$ cat src/rtl/core/dbbp_pkg.sv
// Package for the debounce / blink / bar graph panel.
// Types, register codes, reset values and conversion constants.
// No dependencies.
package dbbp_pkg;

  // Field widths
  localparam int unsigned SAMPLE_W   = 12;
  localparam int unsigned TEMP_W     = 10;
  localparam int unsigned BAR_W      = 5;
  localparam int unsigned PIPE_DEPTH = 5;   // input register plus four conversion stages

  // Configuration register codes
  typedef enum logic [2:0] {
    REG_DEBOUNCE_TICKS  = 3'd0,
    REG_BLINK_PERIOD    = 3'd1,
    REG_SAMPLE_PERIOD   = 3'd2,
    REG_BAR_LEVEL_ONE   = 3'd3,
    REG_BAR_LEVEL_TWO   = 3'd4,
    REG_BAR_LEVEL_THREE = 3'd5,
    REG_BAR_LEVEL_FOUR  = 3'd6,
    REG_BAR_LEVEL_FIVE  = 3'd7
  } reg_idx_e;

  // Reset values of the configuration registers
  localparam logic [7:0]  RST_DEBOUNCE_TICKS = 8'd20;
  localparam logic [15:0] RST_BLINK_PERIOD   = 16'd500;
  localparam logic [15:0] RST_SAMPLE_PERIOD  = 16'd200;
  localparam logic [BAR_W-1:0][SAMPLE_W-1:0] RST_BAR_LEVELS =
    {12'd4000, 12'd3000, 12'd2000, 12'd1000, 12'd100};

  // Temperature conversion constants
  localparam logic [11:0] MV_SCALE   = 12'd3300;   // full scale in millivolts
  localparam int unsigned MV_EXT_W   = 16;         // millivolts, in range for SAMPLE_MAX of 207 or more
  localparam logic [15:0] MV_MID     = 16'd1430;   // millivolts at 25 degrees
  localparam int unsigned DIFF_W     = 12;
  // Beyond this distance above the midpoint the result pins at -512 degrees
  localparam logic [15:0] DIFF_CLAMP = 16'd2310;
  localparam int unsigned N_W        = 15;         // diff * 10
  // floor(n / 43) == (n * DIV43_RECIP) >> DIV43_SHIFT for n below 47662
  localparam logic [14:0] DIV43_RECIP = 15'd24386;
  localparam int unsigned DIV43_SHIFT = 20;
  localparam logic signed [10:0] DEG_MID = 11'sd25;

  typedef struct packed {
    logic [7:0]                      debounce_ticks;
    logic [15:0]                     blink_period;
    logic [15:0]                     sample_period;
    logic [BAR_W-1:0][SAMPLE_W-1:0]  bar_level;
  } cfg_t;

  // Fields that travel beside the conversion pipeline
  typedef struct packed {
    logic                button_level;
    logic                button_fall;
    logic [SAMPLE_W-1:0] pot_sample;
  } side_t;

  typedef struct packed {
    logic                     toggle_led;
    logic                     blink_led;
    logic [BAR_W-1:0]         bar_leds;
    logic signed [TEMP_W-1:0] temperature;
    logic                     sample_taken;
  } res_t;

endpackage

$ cat src/rtl/core/dbbp_temp_conv.sv
// Pipelined temperature conversion: raw sample to whole degrees Celsius.
// Four register stages, one multiplier per stage. Uses dbbp_pkg.
module dbbp_temp_conv #(
  parameter int unsigned SAMPLE_MAX = 4095
) (
  input  logic                               clk_i,
  input  logic                               en_i,
  input  logic [dbbp_pkg::SAMPLE_W-1:0]      sample_i,
  output logic signed [dbbp_pkg::TEMP_W-1:0] deg_o
);

  localparam int unsigned PROD_W  = 24;   // sample * 3300 fits in 24 bits
  localparam int unsigned RECIP   = (2**PROD_W) / SAMPLE_MAX;
  localparam int unsigned RECIP_W = $clog2(RECIP + 1);
  localparam int unsigned MV_MAX  = ((2**dbbp_pkg::SAMPLE_W - 1) * 3300) / SAMPLE_MAX;
  localparam int unsigned MV_W    = $clog2(MV_MAX + 1);
  localparam int unsigned EST_W   = PROD_W + RECIP_W;
  localparam int unsigned Q_W     = dbbp_pkg::TEMP_W;

  logic [PROD_W-1:0]              p_q, p2_q;
  logic [MV_W-1:0]                qe_q;
  logic [dbbp_pkg::DIFF_W-1:0]    diff_q;
  logic                           below_q;
  logic signed [dbbp_pkg::TEMP_W-1:0] deg_q;

  logic [PROD_W-1:0]              p_d;
  logic [EST_W-1:0]               est;
  logic [MV_W-1:0]                qe_d;
  logic [PROD_W-1:0]              back, rem;
  logic [MV_W-1:0]                mv;
  logic [dbbp_pkg::MV_EXT_W-1:0]  mv_ext, hi;
  logic [dbbp_pkg::DIFF_W-1:0]    diff_d;
  logic                           below_d;
  logic [dbbp_pkg::N_W-1:0]       n;
  logic [2*dbbp_pkg::N_W-1:0]     nprod;
  logic [Q_W-1:0]                 q;
  logic signed [Q_W:0]            deg_wide;

  // Stage 1: scale to millivolt numerator
  assign p_d = {{(PROD_W-dbbp_pkg::SAMPLE_W){1'b0}}, sample_i}
             * PROD_W'(dbbp_pkg::MV_SCALE);

  // Stage 2: quotient estimate by reciprocal, low by at most one
  assign est  = EST_W'(p_q) * EST_W'(RECIP);
  assign qe_d = est[PROD_W +: MV_W];

  // Stage 3: correct the estimate, split around the 25 degree point
  always_comb begin
    back    = PROD_W'(qe_q) * PROD_W'(SAMPLE_MAX);
    rem     = p2_q - back;
    mv      = (rem >= PROD_W'(SAMPLE_MAX)) ? qe_q + MV_W'(1) : qe_q;
    mv_ext  = dbbp_pkg::MV_EXT_W'(mv);
    below_d = (mv_ext <= dbbp_pkg::MV_MID);
    hi      = '0;
    if (below_d) begin
      diff_d = dbbp_pkg::DIFF_W'(dbbp_pkg::MV_MID - mv_ext);
    end else begin
      hi     = mv_ext - dbbp_pkg::MV_MID;
      diff_d = (hi > dbbp_pkg::DIFF_CLAMP) ? dbbp_pkg::DIFF_W'(dbbp_pkg::DIFF_CLAMP)
                                           : dbbp_pkg::DIFF_W'(hi);
    end
  end

  // Stage 4: (diff * 10) / 43 and offset from 25 degrees
  always_comb begin
    n        = (dbbp_pkg::N_W'(diff_q) << 3) + (dbbp_pkg::N_W'(diff_q) << 1);
    nprod    = (2*dbbp_pkg::N_W)'(n) * (2*dbbp_pkg::N_W)'(dbbp_pkg::DIV43_RECIP);
    q        = nprod[dbbp_pkg::DIV43_SHIFT +: Q_W];
    deg_wide = below_q ? dbbp_pkg::DEG_MID + $signed({1'b0, q})
                       : dbbp_pkg::DEG_MID - $signed({1'b0, q});
  end

  // Stage registers
  always_ff @(posedge clk_i) begin
    if (en_i) begin
      p_q     <= p_d;
      p2_q    <= p_q;
      qe_q    <= qe_d;
      diff_q  <= diff_d;
      below_q <= below_d;
      deg_q   <= deg_wide[Q_W-1:0];
    end
  end

  assign deg_o = deg_q;

endmodule

$ cat src/rtl/core/dbbp_core.sv
// Panel state: debounce lockout, blink and sample counters, bar and temperature.
// Updates once per item and holds the result. Uses dbbp_pkg.
module dbbp_core (
  input  logic                               clk_i,
  input  logic                               rst_ni,
  input  logic                               en_i,
  input  dbbp_pkg::side_t                    side_i,
  input  logic signed [dbbp_pkg::TEMP_W-1:0] deg_i,
  input  dbbp_pkg::cfg_t                     cfg_i,
  output dbbp_pkg::res_t                     res_o,
  output logic                               pending_o
);

  logic        pending_q, pending_d;
  logic [7:0]  dcnt_q, dcnt_d, dcnt_inc;
  logic        toggle_q, toggle_d;
  logic [15:0] bcnt_q, bcnt_d, bcnt_inc;
  logic        blink_q, blink_d;
  logic [15:0] scnt_q, scnt_d, scnt_inc;
  logic [dbbp_pkg::BAR_W-1:0]         bar_q, bar_d;
  logic signed [dbbp_pkg::TEMP_W-1:0] temp_q, temp_d;
  logic        taken_q, taken_d;

  // Debounce: count while locked out, re-read the pin when the delay ends
  always_comb begin
    pending_d = pending_q;
    dcnt_d    = dcnt_q;
    toggle_d  = toggle_q;
    dcnt_inc  = (dcnt_q != 8'hFF) ? dcnt_q + 8'd1 : dcnt_q;
    if (pending_q) begin
      dcnt_d = dcnt_inc;
      if (dcnt_inc >= cfg_i.debounce_ticks) begin
        toggle_d  = toggle_q ^ ~side_i.button_level;
        pending_d = 1'b0;
      end
    end else if (side_i.button_fall) begin
      pending_d = 1'b1;
      dcnt_d    = 8'd0;
    end
  end

  // Blink counter
  always_comb begin
    bcnt_inc = bcnt_q + 16'd1;
    blink_d  = blink_q;
    bcnt_d   = bcnt_inc;
    if (bcnt_inc >= cfg_i.blink_period) begin
      blink_d = ~blink_q;
      bcnt_d  = 16'd0;
    end
  end

  // Sample counter, bar thresholds and temperature capture
  always_comb begin
    scnt_inc = scnt_q + 16'd1;
    scnt_d   = scnt_inc;
    bar_d    = bar_q;
    temp_d   = temp_q;
    taken_d  = 1'b0;
    if (scnt_inc >= cfg_i.sample_period) begin
      scnt_d  = 16'd0;
      taken_d = 1'b1;
      temp_d  = deg_i;
      for (int i = 0; i < dbbp_pkg::BAR_W; i++) begin
        bar_d[i] = (side_i.pot_sample > cfg_i.bar_level[i]);
      end
    end
  end

  always_ff @(posedge clk_i or negedge rst_ni) begin
    if (!rst_ni) begin
      pending_q <= 1'b0;
      dcnt_q    <= 8'd0;
      toggle_q  <= 1'b0;
      bcnt_q    <= 16'd0;
      blink_q   <= 1'b1;
      scnt_q    <= 16'd0;
      bar_q     <= '0;
      temp_q    <= '0;
      taken_q   <= 1'b0;
    end else if (en_i) begin
      pending_q <= pending_d;
      dcnt_q    <= dcnt_d;
      toggle_q  <= toggle_d;
      bcnt_q    <= bcnt_d;
      blink_q   <= blink_d;
      scnt_q    <= scnt_d;
      bar_q     <= bar_d;
      temp_q    <= temp_d;
      taken_q   <= taken_d;
    end
  end

  assign res_o.toggle_led   = toggle_q;
  assign res_o.blink_led    = blink_q;
  assign res_o.bar_leds     = bar_q;
  assign res_o.temperature  = temp_q;
  assign res_o.sample_taken = taken_q;
  assign pending_o          = pending_q;

endmodule

$ cat src/rtl/core/debounce_blink_bargraph_panel_top.sv
// Top level of the debounce / blink / bar graph panel.
// Depends on dbbp_pkg, dbbp_temp_conv and dbbp_core.
//
//  channel  | direction | carries
//  ---------+-----------+----------------------------------------------
//  s_axis   | in        | one millisecond tick: button, edge, two samples
//  m_axis   | out       | LEDs, bar, temperature, sample flag per tick
//  cfg      | in        | register writes, index 0..7, no read-back
//
// One item per cycle sustained while m_axis is not stalled. An accepted item
// passes the input register, four conversion stages (one multiplier each)
// and the state/result register, in that order. A stall on m_axis freezes
// the whole pipeline; s_axis_tready_o is high whenever the result register
// is empty or being drained. Reset clears the valid flags and panel state and
// loads register defaults; the input and conversion data are not reset.
module debounce_blink_bargraph_panel_top #(
  parameter int unsigned SAMPLE_MAX = 4095
) (
  input  logic        clk_i,
  input  logic        rst_ni,
  input  logic        s_axis_tvalid_i,
  output logic        s_axis_tready_o,
  // [0] button_level, [1] button_fall, [13:2] pot_sample, [25:14] temp_sample
  input  logic [31:0] s_axis_tdata_i,
  output logic        m_axis_tvalid_o,
  input  logic        m_axis_tready_i,
  // [0] toggle_led, [1] blink_led, [6:2] bar_leds, [16:7] temperature,
  // [17] sample_taken
  output logic [23:0] m_axis_tdata_o,
  input  logic        cfg_we_i,
  input  logic [2:0]  cfg_idx_i,
  input  logic [15:0] cfg_data_i
);

  localparam int unsigned DEPTH = dbbp_pkg::PIPE_DEPTH;

  logic                          advance;
  logic                          core_en;
  logic [DEPTH-1:0]              vld_q;
  dbbp_pkg::side_t               side_q [DEPTH];
  logic [dbbp_pkg::SAMPLE_W-1:0] temp_raw_q;
  logic                          out_vld_q;
  dbbp_pkg::cfg_t                cfg_q;
  dbbp_pkg::res_t                res;
  logic                          pending;
  logic signed [dbbp_pkg::TEMP_W-1:0] deg;

  // Pipeline moves as a whole unless the result is stalled
  assign advance         = !out_vld_q || m_axis_tready_i;
  assign s_axis_tready_o = advance;
  assign core_en         = advance && vld_q[DEPTH-1];

  always_ff @(posedge clk_i or negedge rst_ni) begin
    if (!rst_ni) begin
      vld_q     <= '0;
      out_vld_q <= 1'b0;
    end else if (advance) begin
      vld_q     <= {vld_q[DEPTH-2:0], s_axis_tvalid_i};
      out_vld_q <= vld_q[DEPTH-1];
    end
  end

  // Input register and side fields kept in step with the conversion
  always_ff @(posedge clk_i) begin
    if (advance) begin
      side_q[0].button_level <= s_axis_tdata_i[0];
      side_q[0].button_fall  <= s_axis_tdata_i[1];
      side_q[0].pot_sample   <= s_axis_tdata_i[13:2];
      temp_raw_q             <= s_axis_tdata_i[25:14];
      for (int i = 1; i < DEPTH; i++) begin
        side_q[i] <= side_q[i-1];
      end
    end
  end

  // Configuration registers
  always_ff @(posedge clk_i or negedge rst_ni) begin
    if (!rst_ni) begin
      cfg_q.debounce_ticks <= dbbp_pkg::RST_DEBOUNCE_TICKS;
      cfg_q.blink_period   <= dbbp_pkg::RST_BLINK_PERIOD;
      cfg_q.sample_period  <= dbbp_pkg::RST_SAMPLE_PERIOD;
      cfg_q.bar_level      <= dbbp_pkg::RST_BAR_LEVELS;
    end else if (cfg_we_i) begin
      unique case (dbbp_pkg::reg_idx_e'(cfg_idx_i))
        dbbp_pkg::REG_DEBOUNCE_TICKS:  cfg_q.debounce_ticks <= cfg_data_i[7:0];
        dbbp_pkg::REG_BLINK_PERIOD:    cfg_q.blink_period   <= cfg_data_i;
        dbbp_pkg::REG_SAMPLE_PERIOD:   cfg_q.sample_period  <= cfg_data_i;
        dbbp_pkg::REG_BAR_LEVEL_ONE:   cfg_q.bar_level[0]   <= cfg_data_i[11:0];
        dbbp_pkg::REG_BAR_LEVEL_TWO:   cfg_q.bar_level[1]   <= cfg_data_i[11:0];
        dbbp_pkg::REG_BAR_LEVEL_THREE: cfg_q.bar_level[2]   <= cfg_data_i[11:0];
        dbbp_pkg::REG_BAR_LEVEL_FOUR:  cfg_q.bar_level[3]   <= cfg_data_i[11:0];
        dbbp_pkg::REG_BAR_LEVEL_FIVE:  cfg_q.bar_level[4]   <= cfg_data_i[11:0];
        default: ;
      endcase
    end
  end

  dbbp_temp_conv #(
    .SAMPLE_MAX(SAMPLE_MAX)
  ) u_temp_conv (
    .clk_i   (clk_i),
    .en_i    (advance),
    .sample_i(temp_raw_q),
    .deg_o   (deg)
  );

  dbbp_core u_core (
    .clk_i    (clk_i),
    .rst_ni   (rst_ni),
    .en_i     (core_en),
    .side_i   (side_q[DEPTH-1]),
    .deg_i    (deg),
    .cfg_i    (cfg_q),
    .res_o    (res),
    .pending_o(pending)
  );

  // Result packing
  assign m_axis_tvalid_o = out_vld_q;
  assign m_axis_tdata_o  = {6'b0, res.sample_taken, res.temperature, res.bar_leds,
                            res.blink_led, res.toggle_led};

  // Toggle LED only flips on an update that ends a lockout
  assert property (@(posedge clk_i) disable iff (!rst_ni)
    !$stable(m_axis_tdata_o[0]) |-> $past(core_en && pending))
    else $error("toggle_led changed outside a debounce decision");

  // Result fields change only on a state update
  assert property (@(posedge clk_i) disable iff (!rst_ni)
    !$stable(m_axis_tdata_o) |-> $past(core_en))
    else $error("result changed without an item reaching the state stage");

  // A stalled result freezes the conversion pipeline
  assert property (@(posedge clk_i) disable iff (!rst_ni)
    (m_axis_tvalid_o && !m_axis_tready_i) |=> $stable(vld_q))
    else $error("pipeline moved while the result was stalled");

endmodule

$ cat config.mk
export PLATFORM = sky130hd
export DESIGN_NAME = debounce_blink_bargraph_panel_top
export DESIGN_NICKNAME = d
export VERILOG_FILES = /design/src/rtl/core/dbbp_pkg.sv /design/src/rtl/core/dbbp_temp_conv.sv /design/src/rtl/core/dbbp_core.sv /design/src/rtl/core/debounce_blink_bargraph_panel_top.sv
export SDC_FILE = /design/constraint.sdc
export NUM_CORES = 1
export LEC_CHECK = 0
export ABC_AREA = 1
export BUFFER_PORTS_ARGS = -buffer_cell sky130_fd_sc_hd__buf_2
export CAP_MARGIN = 20
export CORE_ASPECT_RATIO = 0.8
export CORE_MARGIN = 2
export CORE_UTILIZATION = 50
export CTS_CLUSTER_DIAMETER = 200
export CTS_CLUSTER_SIZE = 40
export DETAILED_ROUTE_END_ITERATION = 10
export GPL_TIMING_DRIVEN = 0
export PLACE_DENSITY = 0.78
export SKIP_CTS_REPAIR_TIMING = 1
export SLEW_MARGIN = 20
export SYNTH_ARGS = -nofsm -noshare
export SYNTH_HDL_FRONTEND = slang
export SYNTH_SLANG_ARGS = --single-unit
$ cat constraint.sdc
create_clock -name clk_i -period 7.3 [get_ports clk_i]
set_clock_uncertainty 0.15 [all_clocks]
set_input_delay 1.095 -clock clk_i [delete_from_list [all_inputs] [get_ports clk_i]]
set_output_delay 1.095 -clock clk_i [all_outputs]
set_load 0.01 [all_outputs]
---- Word-level counts from Yosys, hierarchy flattened ----
Memories as Yosys holds them, arrays and structs flattened.
Cells that the tools add are included.
word-level totals
  register bits ........................... 256
  RAM bits ................................ 70
  bits of input ports ..................... 56
  output and inout port bits .............. 26
  word-level logic and storage cells ...... 95
  memories ................................ 1
memory list
  memory  depth  width  rd ports  clocked after Yosys merged registers in  wr ports  RTL line                                 text
  side_q  5      14     5         0                                        5         debounce_blink_bargraph_panel_top.sv:40  dbbp_pkg::side_t side_q [DEPTH];
cells by class
  add/sub/neg operators ................... 10
  $mul .................................... 4
  magnitude comparators ................... 11
  eq/ne operators ......................... 8
  multiplexer cells ....................... 15
  bitwise operators ....................... 3
  reduce and logical (&&, ||, !) cells .... 17
operators by type and width
  kind                      number
  $gt A12 B12 Y1            5
  $mux W12                  3
  $mul A22 B13 Y34 const B  1
  $add A16 B1 Y16 const B   2
  $ge A16 B16 Y1            2
  $mux W16                  2
  $mul A15 B14 Y29 const B  1
  $ge A24 B12 Y1 const B    1
  $mul A12 B12 Y24 const B  1
  $mux W8                   3
  $sub A24 B24 Y24          1
  $mul A12 B10 Y22 const B  1
  $reduce_and A2 Y1         11
  $gt A16 B12 Y1 const B    1
  $add A15 B13 Y15          1
  $sub A12 B11 Y13 const B  1
  $add A12 B1 Y12 const B   1
  $eq A3 B3 Y1 const B      4
  $le A12 B11 Y1 const B    1
  $sub A11 B12 Y12 const A  1
  $add A5 B10 Y10 const A   1
  $mux W10                  1
  $sub A5 B10 Y10 const A   1
  $add A8 B1 Y8 const B     1
  13 further kinds          20

---- Depth between registers and ports, before layout ----
  depth in word-level cells ............... 8
  gate-level depth with buffers ........... 45
  depth with buffers taken out ............ 43

---- By module ----
From an unflattened synthesis, not the netlist that was laid out.
second synthesis, totals
  cell total of the unflattened synthesis .. 3333
  area total of the unflattened synthesis .. 28388.5 µm²
modules (own cells, without submodules)
  module                             times used  cells an instance  area an instance (µm²)  sequential area each (µm²)
  dbbp_temp_conv                     1           1862               15499.9                 2372.3
  debounce_blink_bargraph_panel_top  1           568                6810.3                  5163.7
  dbbp_core                          1           903                6078.3                  1477.7

---- Least setup slack after synthesis ----
No wires, ideal clock.
  kind .................................... register -> register
  from .................................... reg u_temp_conv.diff_q[2] (netlist name)
  to ...................................... reg u_temp_conv.deg_q (netlist bit u_temp_conv.deg_o[8]) (data pin)
  data arrival time ....................... 6875 ps
  slack ................................... 22 ps
  cell stages (with the launch flop) ...... 37
  cell sequence ........................... edfxtp_1 -> ha_1 -> a21oi_1 -> nand2_1 -> a21oi_1 -> o21bai_1 -> a21oi_1 -> o21ai_0 -> a21o_1 -> a21oi_1 -> inv_1 -> a21oi_1 -> nor2_1 -> xnor2_1 -> inv_1 -> ha_1 -> fa_1 -> inv_1 -> fa_1 -> inv_1 -> fa_1 -> ha_1 -> ha_1 -> ha_1 -> a21oi_1 -> o21ai_0 -> a21oi_1 -> nand2_1 -> xor2_1 -> ha_1 -> inv_1 -> o21ai_0 -> nor2_1 -> nor2_1 -> nand2_1 -> nand2_1 -> nand2_1
on the way
  word-level cells in the longest chain between the ends .. 4
ends and longest elaborated chain
  what                                                RTL line                                    text
  start: declaration                                  dbbp_temp_conv.sv:22                        logic [dbbp_pkg::DIFF_W-1:0] diff_q;
  start signal: assignment                            dbbp_temp_conv.sv:79                        diff_q <= diff_d;
  $add A15 B13 Y15 *                                  dbbp_temp_conv.sv:66                        n = (dbbp_pkg::N_W'(diff_q) << 3) + (dbbp_pkg::N_W'(diff_q) << 1);
  $mul A15 B14 Y29 *                                  dbbp_temp_conv.sv:67                        nprod = (2*dbbp_pkg::N_W)'(n) * (2*dbbp_pkg::N_W)'(dbbp_pkg::DIV43_RECIP);
  $sub A5 B10 Y10 or $add A5 B10 Y10 (tied branches)  dbbp_temp_conv.sv:70, dbbp_temp_conv.sv:69
  $mux W10 *                                          dbbp_temp_conv.sv:69                        deg_wide = below_q ? dbbp_pkg::DEG_MID + $signed({1'b0, q})
  named net u_temp_conv.deg_wide[8]                   dbbp_temp_conv.sv:37                        logic signed [Q_W:0] deg_wide;
  end signal: assignment                              dbbp_temp_conv.sv:81                        deg_q <= deg_wide[Q_W-1:0];
  end: declaration                                    dbbp_temp_conv.sv:24                        logic signed [dbbp_pkg::TEMP_W-1:0] deg_q;
The timed path passes the listed nets; every way through them passes the cells marked *.
A chain may end at the register's enable or synchronous reset.

---- Final worst setup path ----
Same ends and word-level chain as after synthesis.

==> summary.md <==
| Metric | Value |
|---|---|
| Iteration count of the initial detailed-routing pass | `8` |
| Final-stage net count | `slightly below 4000` |
| Design area | `0.0310 mm^2` |
| Total gr overflow | `0` |
| Synthesized area per cell | `8.94 um^2` |
| Final ANT Viol Nets | `0` |
| Commonest cells in the netlist | `inv_1, nand2_1, ha_1` |
| #FFs+latches synth | `326` |
| Tmin final | `7.46 ns` |
| Setup ws final | `-0.162 ns` |
| Largest delay share family, worst path | `adder cells` |
| Clock-pin slew on the worst setup and hold paths | `0.14 ns` |
| Final Cycle Share | `102%` |
| Cell Rows | `76` |
| Final setup vio count | `7` |
| RSZ-0062 raised after global routing | `true` |
| Initial antenna violation count | `0` |
| Placed Area | `0.0285 mm^2` |
| Critical Path Sink Type | `register` |
| Gr usage total | `20.6%` |
| Slew @ Worst Pin | `between 0.8 and 0.9 ns` |
| # IOs | `a little over 80` |
| Die H | `212 um` |
| Buffers on Ports | `69` |
| Largest area contributor in the netlist | `edfxtp_1` |
| Final Util | `57.6%` |
| Max Clk Rate | `0.134 GHz` |
| Placeable Area | `0.0537 mm^2` |
| CTS tree | `done` |
| Vias in the first global route | `19300` |
| WP data arrival | `7.62 ns` |
| Fin. Hold Viols | `0` |
| Post-synth EDFFs | `161` |
| Residual DRC | `0` |
| Max-cap viol count | `0` |
| CP Launch Type | `register` |
| DR vias | `around 20000` |
| Crit path kind | `register to register` |
| Setup TNS | `-0.545 ns` |
| Worst slew margin | `a little over two fifths` |
| Placer Congestion | `0.895` |
| Yosys warning count | `0` |
| H-tree Lvls | `1` |
| Buf/Inv on CP | `6` |
| Die area | `0.0562 mm^2` |
| Post-Synthesis Cell Area | `0.0271 mm^2` |
| Yosys cell types | `48` |
| Crit path launch | `u_temp_conv.diff_q[2]$_DFFE_PN_` |
| Die X-Extent | `approximately 260 um` |
| Post-synth top flop | `edfxtp_1` |
| Most frequent cell after synthesis | `inv_1` |
| First-pass GRT wire length | `between 90 and 100 mm` |
| Max Root-Sink Buffers | `3` |
| Routed WL per cell | `15.6 um` |
| Dpl hpwl | `44.5 mm` |
| Final Slew Violations | `0` |
| Area share of the largest cell type after synthesis | `17.8%` |
| Routed WL | `61.5 mm` |
| R2r startpoint | `u_temp_conv.diff_q[2]$_DFFE_PN_` |
| Drt initial violations | `1664` |
| CTS buffer count | `12` |
| Dominant cells by area after synthesis | `edfxtp_1, ha_1, fa_1` |
| HP Start | `side_q[0][3]$_DFFE_PN_` |
| Share of flip-flops with an asynchronous set or reset | `around half` |
| Failing checks | `negative setup slack` |
| Hold slack | `between 0.2 and 0.3 ns` |
| Clk Latency, worst-skew pair | `0.54 ns` |
| Slowest cell on the critical path | `fa_1` |
| Hold Crit Class | `register to register` |
| Largest net degree at the start of global routing | `99` |
| Crit path max fanout | `4` |
| Critical path data required time | `7.46 ns` |
| Mapped Cells | `3036` |
| Seq/Total Area, Yosys | `33.2%` |
| Share of layout cells above drive strength 1 | `16.4%` |
| Vias per cell | `5.16` |
| Area grow syn2layout | `14.1%` |
| Status | `finished, violations left` |
| Clock sink count | `326` |
| Initial Utilization | `50.5%` |
| Clock Root Buffer | `clkbuf_16` |
| Number of diodes | `0` |
| Slowest stage delay, CP | `0.60 ns` |
[per-layer routing]
metal	vias to the layer above	share of wire [%]	global-route usage, %
met5	-	0	0
met1	9665	43	28.4
met3	92	5.5	2.43
li1	9945	-	-
met2	614	49	35.4
met4	0	2.1	3.82
[per-stage QoR]
stage	setup WS (ns)	cells
floorplan	0.0222	3041
global placement	-1.54	3812
detailed placement	-1.02	3815
CTS	-1.05	3835
global route	-0.403	3937
finish	-0.162	3937
[cell usage in the layout, fill, tap and decap left out, types with 68 or more instances in the layout]
cell and count:
buf_4 106, ha_1 332, dfrtp_1 125, edfxtp_1 161
fa_1 166, a21oi_1 107, xor2_1 86, nand3_1 103
o21ai_0 170, nand2_1 528, nor2_1 99, buf_2 68
inv_1 649
[registers in the layout (all words and copies together), names as in the netlist, 5 cells and up]
register            count
u_temp_conv.p2_q       22
u_temp_conv.deg_o      10
vld_q                   5
u_core.dcnt_q           8
u_temp_conv.qe_q       12
u_core.temp_q          10
u_core.bar_q            5
u_temp_conv.p_q        22
side_q                 70
cfg_q                 100
temp_raw_q             12
u_core.scnt_q          16
u_temp_conv.diff_q     12
u_core.bcnt_q          16
[cell type report]
class	instances	area, um^2
fillers	4304	22800
multi-input cells	1973	16600
flip-flops and latches	326	9010
inverters	698	2640
repair buffers	174	1240
well taps	702	878
clock buffers	18	344
plain buffers	44	240
clock inverters	2	36.3
[logic make-up (layout without fill, tap and decap cells)]
group                    after synthesis  count (layout)  synth area share [%]
XOR/XNOR                             117             117                  3.78
flip-flops                           326             326                  33.2
other                                  1               6                0.0138
AND/OR/NAND/NOR                      934             934                  14.6
adder cells (fa/ha/maj)              558             558                  30.7
AO/OA/AOI/OAI                        358             358                  7.15
buffers and inverters                742             936                  10.5
[worst reg2reg max path, delay by kind of cell (launching register included)]
kind | cells | cell delay, ns
XOR/XNOR | 2 | 0.47
AND/OR/NAND/NOR | 11 | 0.89
adder cells (fa/ha/maj) | 8 | 2.99
buffers and inverters | 6 | 0.65
flip-flops | 1 | 0.49
AO/OA/AOI/OAI | 10 | 1.57
[final timing paths]
check | end | cells past startpoint | slack [ns]
worst min register to register | side_q[0][17]$_DFFE_PN_ | 0 | 0.27
worst max register to register | u_temp_conv.deg_o[8]$_DFFE_PN_ | 37 | -0.16
worst max-delay path | u_temp_conv.deg_o[8]$_DFFE_PN_ | 37 | -0.16
max in group asynchronous | cfg_q[84]$_DFFE_PN1P_ | 2 | 5.81
worst min-delay path | side_q[0][17]$_DFFE_PN_ | 0 | 0.27
min in group asynchronous | u_core.dcnt_q[1]$_DFFE_PN0P_ | 1 | 0.32
Power is left out: the tool's default activity adds up to more than one toggle a clock period on the data nets, which glitch-free logic cannot reach.
